### src/rtl/rtal_pkg.sv
`timescale 1ns / 1ps

package rtal_pkg;

    localparam int TAG_W  = 40;
    localparam int TO_W   = 16;
    localparam int MODE_W = 3;
    localparam int BEEP_W = 2;
    localparam int OUT_SLOT_W = 3;
    localparam int CFG_IDX_W  = 2;
    localparam int CFG_DATA_W = 40;

    localparam int SLOTS_DEFAULT = 5;
    localparam int MASTER_SLOT   = 1;
    localparam int SUB_SLOT      = 2;
    localparam int FIRST_USER_SLOT = 3;

    localparam logic [MODE_W-1:0] MODE_PWON  = 3'd0;
    localparam logic [MODE_W-1:0] MODE_ALERT = 3'd1;
    localparam logic [MODE_W-1:0] MODE_OPEN  = 3'd2;
    localparam logic [MODE_W-1:0] MODE_RPROG = 3'd3;
    localparam logic [MODE_W-1:0] MODE_SUB   = 3'd4;
    localparam logic [MODE_W-1:0] MODE_USER  = 3'd5;

    localparam logic [CFG_IDX_W-1:0] CFG_POWER_ON_TO  = 2'd0;
    localparam logic [CFG_IDX_W-1:0] CFG_ALERT_TO     = 2'd1;
    localparam logic [CFG_IDX_W-1:0] CFG_REPROGRAM_TO = 2'd2;
    localparam logic [CFG_IDX_W-1:0] CFG_MASTER_ID    = 2'd3;

    localparam logic [TO_W-1:0]  POWER_ON_TO_RST  = 16'd200;
    localparam logic [TO_W-1:0]  ALERT_TO_RST     = 16'd200;
    localparam logic [TO_W-1:0]  REPROGRAM_TO_RST = 16'd100;
    localparam logic [TAG_W-1:0] MASTER_ID_RST    = 40'd13102791;
    localparam logic [TAG_W-1:0] TAG_ERASED       = {TAG_W{1'b1}};

    localparam logic [BEEP_W-1:0] BEEP_NONE   = 2'd0;
    localparam logic [BEEP_W-1:0] BEEP_ONE    = 2'd1;
    localparam logic [BEEP_W-1:0] BEEP_USER   = 2'd2;
    localparam logic [BEEP_W-1:0] BEEP_MASTER = 2'd3;

    typedef struct packed {
        logic load;
        logic wr;
        logic erase;
    } cell_ctrl_t;

endpackage

### src/rtl/rfid_tag_access_learner.sv
`timescale 1ns / 1ps

// Tag access learner. A transaction (start high while busy is low) carries one
// reader pass; busy stays low, so a transaction may be issued in every cycle.
// Its result appears in the cycle after acceptance on the result ports, marked by
// done for exactly one cycle; the receiver cannot stall, so it must take the
// result in that cycle. The tag is matched in the same cycle across the row of
// slot cells, lowest slot first, and the mode update completes in that cycle.
// Configuration writes are always ready; alert and reprogram timeouts take effect
// at once, power_on_timeout writes are dropped, and default_master_id also loads slot 1.

module rfid_tag_access_learner
    import rtal_pkg::*;
#(
    parameter int SLOTS = SLOTS_DEFAULT
)
(
    input  logic                  clk,
    input  logic                  rst_n,
    input  logic                  start,
    output logic                  busy,
    input  logic                  tag_present,
    input  logic [TAG_W-1:0]      tag_code,
    output logic                  done,
    output logic                  unlock,
    output logic                  alarm_on,
    output logic                  tone_high,
    output logic [BEEP_W-1:0]     beep_request,
    output logic [MODE_W-1:0]     mode_now,
    output logic [OUT_SLOT_W-1:0] matched_slot,
    input  logic                  cfg_valid,
    output logic                  cfg_ready,
    input  logic [CFG_IDX_W-1:0]  cfg_index,
    input  logic [CFG_DATA_W-1:0] cfg_data
);

    localparam int HW = $clog2(SLOTS + 1);
    localparam int LW = $clog2(SLOTS + 2);

    logic acc;
    logic cfg_we;

    logic [MODE_W-1:0] mode_reg;
    logic [MODE_W-1:0] mode_next;
    logic [TO_W-1:0]   tick_reg;
    logic [TO_W-1:0]   tick_next;
    logic [TO_W-1:0]   limit_reg;
    logic [TO_W-1:0]   limit_next;
    logic [LW-1:0]     learn_reg;
    logic [LW-1:0]     learn_next;
    logic              held_reg;
    logic              tone_reg;
    logic              tone_next;
    logic [TO_W-1:0]   alert_to_reg;
    logic [TO_W-1:0]   rprog_to_reg;

    logic                  done_reg;
    logic                  unlock_reg;
    logic                  alarm_reg;
    logic                  tone_out_reg;
    logic [BEEP_W-1:0]     beep_reg;
    logic [MODE_W-1:0]     mode_out_reg;
    logic [OUT_SLOT_W-1:0] slot_out_reg;

    logic [HW-1:0]     hit_chain [SLOTS+1];
    logic [HW-1:0]     hit;
    logic [TO_W-1:0]   tick_mid;
    logic [LW-1:0]     store_slot;
    logic              store_wr;
    logic              erase_sub;
    logic              erase_user;
    logic [BEEP_W-1:0] beeps;
    logic [TAG_W-1:0]  wr_code;
    logic              load_master;

    cell_ctrl_t cell_ctrl [SLOTS];

    assign acc       = start && !busy;
    assign busy      = 1'b0;
    assign cfg_ready = 1'b1;
    assign cfg_we    = cfg_valid && cfg_ready;

    assign load_master = cfg_we && (cfg_index == CFG_MASTER_ID);
    assign wr_code     = load_master ? cfg_data[TAG_W-1:0] : tag_code;

    assign hit_chain[0] = '0;
    assign hit = tag_present ? hit_chain[SLOTS] : '0;

    genvar g;
    generate
        for (g = 0; g < SLOTS; g++)
        begin : g_cell
            assign cell_ctrl[g].load  = load_master && (g == 0);
            assign cell_ctrl[g].wr    = acc && store_wr && (store_slot == LW'(g + 1));
            assign cell_ctrl[g].erase = acc && ((erase_sub && (g + 1 >= SUB_SLOT))
                                     || (erase_user && (g + 1 >= FIRST_USER_SLOT)));

            rtal_cell #(
                .IDX      (g + 1),
                .HW       (HW),
                .RST_CODE ((g == 0) ? MASTER_ID_RST : TAG_ERASED)
            ) u_cell (
                .clk        (clk),
                .rst_n      (rst_n),
                .ctrl       (cell_ctrl[g]),
                .wr_code    (wr_code),
                .probe_code (tag_code),
                .hit_in     (hit_chain[g]),
                .hit_out    (hit_chain[g+1])
            );
        end
    endgenerate

    always_comb
    begin
        mode_next  = mode_reg;
        tick_mid   = tick_reg;
        limit_next = limit_reg;
        learn_next = learn_reg;
        tone_next  = tone_reg;
        beeps      = BEEP_NONE;
        erase_sub  = 1'b0;
        erase_user = 1'b0;
        store_wr   = 1'b0;
        store_slot = (learn_reg <= LW'(SLOTS)) ? learn_reg + LW'(1) : learn_reg;

        if (tag_present)
        begin
            unique case (mode_reg)
                MODE_PWON, MODE_ALERT:
                begin
                    if (hit > HW'(MASTER_SLOT))
                    begin
                        mode_next  = MODE_OPEN;
                        tick_mid   = '0;
                        limit_next = '0;
                    end
                    else if (hit == HW'(MASTER_SLOT))
                    begin
                        erase_sub  = 1'b1;
                        mode_next  = MODE_SUB;
                        tick_mid   = '0;
                        limit_next = '0;
                        learn_next = LW'(MASTER_SLOT);
                        beeps      = BEEP_MASTER;
                    end
                end
                MODE_RPROG:
                begin
                    if (!held_reg && hit == HW'(MASTER_SLOT))
                    begin
                        erase_sub  = 1'b1;
                        mode_next  = MODE_SUB;
                        tick_mid   = '0;
                        limit_next = '0;
                        learn_next = LW'(MASTER_SLOT);
                        beeps      = BEEP_MASTER;
                    end
                    else if (!held_reg && hit == HW'(SUB_SLOT))
                    begin
                        erase_user = 1'b1;
                        mode_next  = MODE_USER;
                        tick_mid   = '0;
                        limit_next = '0;
                        learn_next = LW'(SUB_SLOT);
                        beeps      = BEEP_USER;
                    end
                end
                MODE_SUB, MODE_USER:
                begin
                    if (held_reg)
                    begin
                        beeps = BEEP_ONE;
                    end
                    else if ((mode_reg == MODE_SUB && hit != HW'(MASTER_SLOT))
                          || (mode_reg == MODE_USER
                              && (hit == '0 || hit > HW'(SUB_SLOT))))
                    begin
                        learn_next = store_slot;
                        if (store_slot != '0 && store_slot <= LW'(SLOTS))
                        begin
                            store_wr = 1'b1;
                            tick_mid = '0;
                            beeps    = BEEP_ONE;
                        end
                    end
                end
                default:
                begin
                end
            endcase
        end

        // advance on timeout
        if (limit_next != '0 && tick_mid > limit_next)
        begin
            priority if (mode_next == MODE_PWON)
            begin
                mode_next  = MODE_ALERT;
                tick_mid   = '0;
                limit_next = alert_to_reg;
            end
            else if (mode_next == MODE_ALERT)
            begin
                mode_next  = MODE_RPROG;
                tick_mid   = '0;
                limit_next = rprog_to_reg;
            end
            else if (mode_next == MODE_RPROG)
            begin
                mode_next  = MODE_ALERT;
                tick_mid   = '0;
                limit_next = '0;
            end
        end

        if (mode_next == MODE_ALERT && tick_mid[1:0] == 2'b00)
        begin
            tone_next = ~tone_reg;
        end

        tick_next = tick_mid + TO_W'(1);
    end

    always_ff @(posedge clk or negedge rst_n)
    begin
        if (!rst_n)
        begin
            mode_reg     <= MODE_PWON;
            tick_reg     <= '0;
            limit_reg    <= POWER_ON_TO_RST;
            learn_reg    <= '0;
            held_reg     <= 1'b0;
            tone_reg     <= 1'b0;
            done_reg     <= 1'b0;
            alert_to_reg <= ALERT_TO_RST;
            rprog_to_reg <= REPROGRAM_TO_RST;
        end
        else
        begin
            done_reg <= acc;
            if (acc)
            begin
                mode_reg  <= mode_next;
                tick_reg  <= tick_next;
                limit_reg <= limit_next;
                learn_reg <= learn_next;
                held_reg  <= tag_present;
                tone_reg  <= tone_next;
            end
            // power_on_timeout only seeds the reset limit; drop later writes
            if (cfg_we && cfg_index == CFG_ALERT_TO)
            begin
                alert_to_reg <= cfg_data[TO_W-1:0];
            end
            if (cfg_we && cfg_index == CFG_REPROGRAM_TO)
            begin
                rprog_to_reg <= cfg_data[TO_W-1:0];
            end
        end
    end

    always_ff @(posedge clk)
    begin
        if (acc)
        begin
            unlock_reg   <= (mode_next == MODE_OPEN);
            alarm_reg    <= (mode_next == MODE_ALERT);
            tone_out_reg <= tone_next;
            beep_reg     <= beeps;
            mode_out_reg <= mode_next;
            slot_out_reg <= OUT_SLOT_W'(hit);
        end
    end

    assign done         = done_reg;
    assign unlock       = unlock_reg;
    assign alarm_on     = alarm_reg;
    assign tone_high    = tone_out_reg;
    assign beep_request = beep_reg;
    assign mode_now     = mode_out_reg;
    assign matched_slot = slot_out_reg;

    a_done_after_start: assert property (@(posedge clk) disable iff (!rst_n)
        done |-> $past(start))
        else $error("result without a transaction");

    a_lock_alarm_excl: assert property (@(posedge clk) disable iff (!rst_n)
        done |-> !(unlock && alarm_on))
        else $error("unlock and alarm together");

    a_unlock_mode: assert property (@(posedge clk) disable iff (!rst_n)
        (done && unlock) |-> (mode_now == MODE_OPEN))
        else $error("unlock outside open mode");

    a_master_beeps: assert property (@(posedge clk) disable iff (!rst_n)
        (done && beep_request == BEEP_MASTER) |->
            (mode_now == MODE_SUB && matched_slot == OUT_SLOT_W'(MASTER_SLOT)))
        else $error("master beeps without master tag");

endmodule

### src/rtl/rtal_cell.sv
`timescale 1ns / 1ps

module rtal_cell
    import rtal_pkg::*;
#(
    parameter int               IDX      = 1,
    parameter int               HW       = 3,
    parameter logic [TAG_W-1:0] RST_CODE = TAG_ERASED
)
(
    input  logic             clk,
    input  logic             rst_n,
    input  cell_ctrl_t       ctrl,
    input  logic [TAG_W-1:0] wr_code,
    input  logic [TAG_W-1:0] probe_code,
    input  logic [HW-1:0]    hit_in,
    output logic [HW-1:0]    hit_out
);

    logic [TAG_W-1:0] entry_reg;
    logic [TAG_W-1:0] entry_next;

    always_comb
    begin
        entry_next = entry_reg;
        if (ctrl.load || ctrl.wr)
        begin
            entry_next = wr_code;
        end
        else if (ctrl.erase)
        begin
            entry_next = TAG_ERASED;
        end
    end

    always_ff @(posedge clk or negedge rst_n)
    begin
        if (!rst_n)
        begin
            entry_reg <= RST_CODE;
        end
        else
        begin
            entry_reg <= entry_next;
        end
    end

    // keep the lowest matching slot seen so far
    assign hit_out = (hit_in != '0) ? hit_in
                   : ((entry_reg == probe_code) ? HW'(IDX) : '0);

endmodule

### config.mk
export PLATFORM = sky130hd
export DESIGN_NAME = rfid_tag_access_learner
export DESIGN_NICKNAME = d
export VERILOG_FILES = /design/src/rtl/rtal_pkg.sv /design/src/rtl/rfid_tag_access_learner.sv /design/src/rtl/rtal_cell.sv
export SDC_FILE = /design/constraint.sdc
export NUM_CORES = 1
export LEC_CHECK = 0
export BUFFER_PORTS_ARGS = -buffer_cell sky130_fd_sc_hd__buf_2
export CORE_MARGIN = 3
export CORE_UTILIZATION = 50
export CTS_CLUSTER_DIAMETER = 50
export CTS_CLUSTER_SIZE = 20
export DETAILED_ROUTE_END_ITERATION = 6
export PLACE_DENSITY = 0.74
export SYNTH_ARGS = -nofsm -noshare
export SYNTH_HDL_FRONTEND = slang
export SYNTH_SLANG_ARGS = --single-unit
### constraint.sdc
create_clock -name clk -period 6.6 [get_ports clk]
set_input_delay 0.99 -clock clk [delete_from_list [all_inputs] [get_ports clk]]
set_output_delay 0.99 -clock clk [all_outputs]
set_load 0.01 [all_outputs]
* Yosys cells after proc, flatten, opt, wreduce, memory -nomap -nowiden *
Cells that the tools add are included.

word-level totals
  memories kept = 0
  bits in registers = 284
  logic and storage cells = 179
  ROM bits = 0
  bits in writable memories = 0
  latch bits = 0

cells by class
  $mul = 0
  shifts and indexed selects = 0
  add/sub/neg operators = 2
  reductions and logical operators = 41
  equal/unequal tests = 29
  muxes and demuxes = 81
  bitwise logic cells = 1
  magnitude comparators = 5
  div/mod/pow operators = 0

operators by type and width
  cell                                                              number
  16-bit 2-to-1 mux                                                 21
  40-bit 2-to-1 mux                                                 7
  40-bit == test                                                    5
  3-bit 2-to-1 mux                                                  23
  16-bit case mux with 3 select lines                               1
  16-bit case mux with 2 select lines                               1
  3-bit by 2-bit == test with 1-bit output (second input constant)  6
  1-bit logical AND                                                 18
  1-bit 2-to-1 mux                                                  18
  3-bit nonzero test                                                6
  16-bit by 1-bit adder with 16-bit output (second input constant)  1
  16-bit greater-than comparator                                    1
  16-bit nonzero test                                               1
  3-bit by 1-bit == test with 1-bit output (second input constant)  5
  3-bit == test (second input constant)                             4
  2-bit 2-to-1 mux                                                  6
  3-bit logical NOT                                                 3
  3-bit case mux with 3 select lines                                1
  2-bit inequality test (second input constant)                     4
  8-bit AND reduction                                               1
  2-bit nonzero test                                                4
  3-bit less-or-equal comparator (second input constant)            2
  2-bit case mux with 3 select lines                                1
  3-bit case mux with 2 select lines                                1
  13 further kinds                                                  18

* Logic depth before layout (Yosys ltp) *
  depth in word-level cells = 26
  gate-level depth with buffers = 33
  depth with buffers taken out = 29

* Modules after synthesis *
Synthesis repeated with hierarchy kept, for this count alone.

unflattened totals
  cells, all modules = 1692
  area, all modules = 15692.6 sq um

by module, submodules not included
  module                             instances  area an instance (sq um)  cells an instance
  rfid_tag_access_learner            1          5368.9                    533
  rtal_cell at g_cell[2].u_cell ...  2          2069.5                    233
  rtal_cell at g_cell[1].u_cell      1          2072.0                    231
  rtal_cell at g_cell[3].u_cell      1          2070.7                    231
  rtal_cell at g_cell[0].u_cell      1          2042.0                    231

* Worst setup path before layout *
OpenSTA, ideal clock, no wires.

  path type = input-to-reg
  from = input port tag_code[15]
  to = register tick_reg[14]
  path slack = 545 ps
  required time = 6513 ps
  path buffers = 4
  arrival = 5968 ps
  cell stages on the path = 32
  cell sequence = buf_2 -> xnor2_1 -> nand4_1 -> nor4_2 -> nand3_1 -> a21o_1 -> a21oi_1 -> and2_1 -> buf_2 -> buf_1 -> nor2_1 -> ha_1 -> nor2b_1 -> o21a_1 -> o21ai_0 -> a21oi_1 -> o31a_1 -> o221ai_4 -> nor2_1 -> a21o_1 -> buf_6 -> nor2_1 -> ha_1 -> and3_1 -> nand4_1 -> inv_1 -> nand3_1 -> inv_1 -> nand3_1 -> nor2_1 -> o211ai_1 -> o211ai_1

between the ends
  longest elaborated chain between the ends = 24
  elaborated cells between the ends (all ways) = 62
  classes of those cells = 1 x add/sub; 3 x order compare; 10 x eq/ne; 34 x mux; 14 x reduce/logical

ends and longest elaborated chain
  what                                                                                     RTL line                        source
  start: declaration                                                                       rfid_tag_access_learner.sv:23   input logic [TAG_W-1:0] tag_code,
  40-bit == test                                                                           rtal_cell.sv:50                 : ((entry_reg == probe_code) ? HW'(IDX) : '0);
  1-bit 2-to-1 mux                                                                         rtal_cell.sv:50
  3-bit nonzero test                                                                       rtal_cell.sv:49                 assign hit_out = (hit_in != '0) ? hit_in
  3-bit 2-to-1 mux                                                                         rtal_cell.sv:49
  3-bit nonzero test                                                                       rtal_cell.sv:49
  3-bit 2-to-1 mux                                                                         rtal_cell.sv:49
  3-bit nonzero test                                                                       rtal_cell.sv:49
  3-bit 2-to-1 mux                                                                         rtal_cell.sv:49
  3-bit nonzero test                                                                       rtal_cell.sv:49
  3-bit 2-to-1 mux (*)                                                                     rtal_cell.sv:49
  3-bit 2-to-1 mux (*)                                                                     rfid_tag_access_learner.sv:87   assign hit = tag_present ? hit_chain[SLOTS] : '0;
  parallel branches: the longest is 11 deep, another holds 16-bit greater-than comparator  -
  16-bit 2-to-1 mux (*)                                                                    rfid_tag_access_learner.sv:195  if (limit_next != '0 && tick_mid > limit_next)
  16-bit by 1-bit adder with 16-bit output (*)                                             rfid_tag_access_learner.sv:222  tick_next = tick_mid + TO_W'(1);
  end signal: assignment                                                                   rfid_tag_access_learner.sv:245  tick_reg <= tick_next;
  end: declaration                                                                         rfid_tag_access_learner.sv:45   logic [TO_W-1:0] tick_reg;

Every way passes the cells marked *.
A chain may end at the register's enable or synchronous reset.

* Final worst setup path *
  from = input port tag_code[13]
  to = register tick_reg[14]

Same word-level chain as after synthesis.

==> impl_metrics.toml <==
[cts]
clk_pin_slew_ns = 0.07
clockRootBuffer = "clkbuf_16"
cts_tree = "done"
numClockSinks = 284
cts_resized = 0
clkLatencyLatePin_ns = 0.56
cts_buffers = 29
htree_levels = 1
clock_path_buffers = 3
hold_buffers = 0
post-cts-setup-buffer-count = 0

[grt]
antenna_found_initial = 1
grt_pass1_vias = 11200
grt_pass1_wl_um = 67500
grt_max_degree = 133
grt-ovfl-total = 0
track_usage_pct = 26.1

[pwr]
cellLeakagePower_uw = 0.00684
p_int_uw = 4790
p_switching_uw = 2450
power_frac_comb_pct = 31.6
cellPowerDensity_mw_per_mm2 = 430
p_total_uw = 7240
swShare_pct = 33.8
power_frac_clock_pct = 23.1
peakVddDrop_mv = 0.285
pwr-share-seq_pct = 45.3

[setup_path]
worstPathArrival_ns = 6.40
reg2reg_from = "g_cell[3].u_cell.entry_reg[13]$_DFFE_PN1P_"
critPathMostFrequentCell = "nor2_1"
slowest_delay_ns = 0.48
cp.required_ns = 7.08
r2r_cells = 28
r2r_end = "tick_reg[14]$_DFFE_PN0P_"
setup.worst_path.class = "in2reg"
rrSetupSlack_ns = 0.89
cp_max_fo = 11
cp-end-kind = "register"
cpMaxStageDelayCell = "nor4_1"
start_kind = "input pin"

[floorplan]
core_area_mm2 = 0.0292
die-area_mm2 = 0.0322
initial_core_util_pct = 51.6
die_w_um = 180
row_count = 62
io_pins = 101
die_y_um = 180

[timing]
setup_ws_ns = 0.681
slew_viol_final = 0
rsz0062_at_grt = "no"
slew-limit-headroom_pct = 21.7
tns_ns = 0
fin_skew_ns = 0.0129
tightest_slew_ns = 1.17
holdWs_ns = 0.401
fmax_ghz = 0.169
setup_viol = 0
hold_violations = 0
finalCriticalPeriod_ns = 5.92
fin_crit_sh_pct = 89.7

[routing]
vias_per_cell = 6.18
drt_wl_total_um = 42700
drt_iter0_drc = 1130
wl_per_cell_um = 23.3
drc = 0
first_pass_iters = 5
via_count = 11300
ant_nets = 0

[final_layout]
antennaDiodeCount = 0
area_growth_pct = 11.8
multi_input_area_mm2 = 0.00705
nFillCells = 2484
seqCellArea_mm2 = 0.00739
fin_area_mm2 = 0.0168
drive_gt1_share_pct = 30.4
nNetsFinal = 1532
largest_register_ffs = 200

[synth]
ys.flop_type = "dfstp_2"
synthTopCellsByCount = "dfstp_2, xnor2_1, a2bb2oi_1"
synth_top_cell_by_area = "dfstp_2"
syn_nets = 1477
async_reset_ff_share_pct = 96.1
ys_seq_area_share_pct = 49.1
synth_cell_types = 69
synth_top_area_share_pct = 32.3
yosys_warnings = 0
synth_edf_count = 11
synth.avg_cell_area_um2 = 11.0
synth_most_common_cell = "dfstp_2"
synthesis.instances = 1371
syn_area_mm2 = 0.0151
synth_area_leaders = "dfstp_2, dfrtp_1, xnor2_1, a2bb2oi_1, a21oi_1"
ys_ff_latch = 284

[run_status]
status = "complete, no violations"

[flow_run]
drv_cap = 0

[placement]
port_buffers = 98
placed_cell_area_mm2 = 0.0158
gp_congestion = 0.965
dpl.hpwl_um = 29500
pre_cts_ws_ns = 0.192

[worst_hold_path]
hp-class = "in2async"
[through the flow]
step / util, % / std cells
floorplan: - / 1371
global placement: 54.3 / 1779
detailed placement: 54.3 / 1779
CTS: 57.7 / 1833
global route: 57.7 / 1833
finish: 57.7 / 1833
[worst max-delay path: cells and delay by family]
kind / cells / cell delay [ns]
compound gates: 8 / 1.31
xor+xnor: 1 / 0.39
fa+ha+maj: 2 / 0.47
buf+inv: 4 / 0.53
simple gates: 14 / 2.72
[placed cells by master (no fill, tap or decap), types with 8 or more instances in the layout]
master / n
o211ai_1: 14
mux2_2: 34
a221o_1: 16
a2bb2oi_1: 120
ha_1: 19
xor2_1: 25
buf_4: 43
mux2i_1: 40
clkbuf_16: 29
nand2_1: 46
edfxtp_1: 11
a21oi_1: 99
o221ai_1: 9
nor2_1: 76
xnor2_1: 178
nand4_1: 54
nand3_1: 18
dfrtp_1: 88
nor3_1: 46
buf_2: 97
dfstp_2: 185
nor4_1: 18
o21ai_0: 11
inv_1: 22
a21o_1: 8
and3_1: 25
nor2b_1: 8
[worst max-delay path by stage]
stage	from	endpoint	depth (start not counted)
after floorplan	tag_code[15]	tick_reg[14]$_DFFE_PN0P_	32
after global placement	tag_code[13]	tick_reg[14]$_DFFE_PN0P_	29
after global routing	tag_code[23]	tick_reg[14]$_DFFE_PN0P_	29
final	tag_code[13]	tick_reg[14]$_DFFE_PN0P_	29
after detailed placement	tag_code[13]	tick_reg[14]$_DFFE_PN0P_	29
after CTS	tag_code[13]	tick_reg[14]$_DFFE_PN0P_	29
[cells by family (layout without fill, tap and decap cells)]
| group | Yosys count | after routing | synth area share [%] |
|---|---|---|---|
| other cells | 2 | 2 | 0.0499 |
| compound gates | 316 | 316 | 15.9 |
| buf+inv | 140 | 218 | 4.45 |
| flops | 284 | 284 | 49.1 |
| mux | 74 | 74 | 5.20 |
| simple gates | 333 | 333 | 12.0 |
| fa+ha+maj | 19 | 19 | 1.58 |
| xor+xnor | 203 | 203 | 11.8 |
[power by group through the flow]
| stage | Clock (µW) | Sequential [µW] | Combinational [µW] |
|---|---|---|---|
| finish | 1680 | 3280 | 2290 |
| global route | 1770 | 3360 | 2490 |
| CTS | 1700 | 3270 | 2270 |
| detailed placement | 0 | 3280 | 2260 |
| global placement | 0 | 3250 | 2200 |
| floorplan | 0 | 3150 | 1680 |
[routing by layer]
layer	vias up	wire length [µm]	GRT usage (%)
li1	5085	-	-
met3	90	3160	4.45
met2	464	19700	40.5
met5	-	13	0
met1	5687	18500	37.8
met4	2	1420	7.98
[final cells by class]
| cell class | instances | share of cell area, % |
|---|---|---|
| tap | 384 | 2.85 |
| clock buffer | 30 | 4.39 |
| inverter | 22 | 0.490 |
| clock inverter | 24 | 1.50 |
| timing repair buffer | 142 | 5.01 |
| sequential | 284 | 43.9 |
| multi-input combinational | 947 | 41.9 |
(Power assumes the default switching activity.)
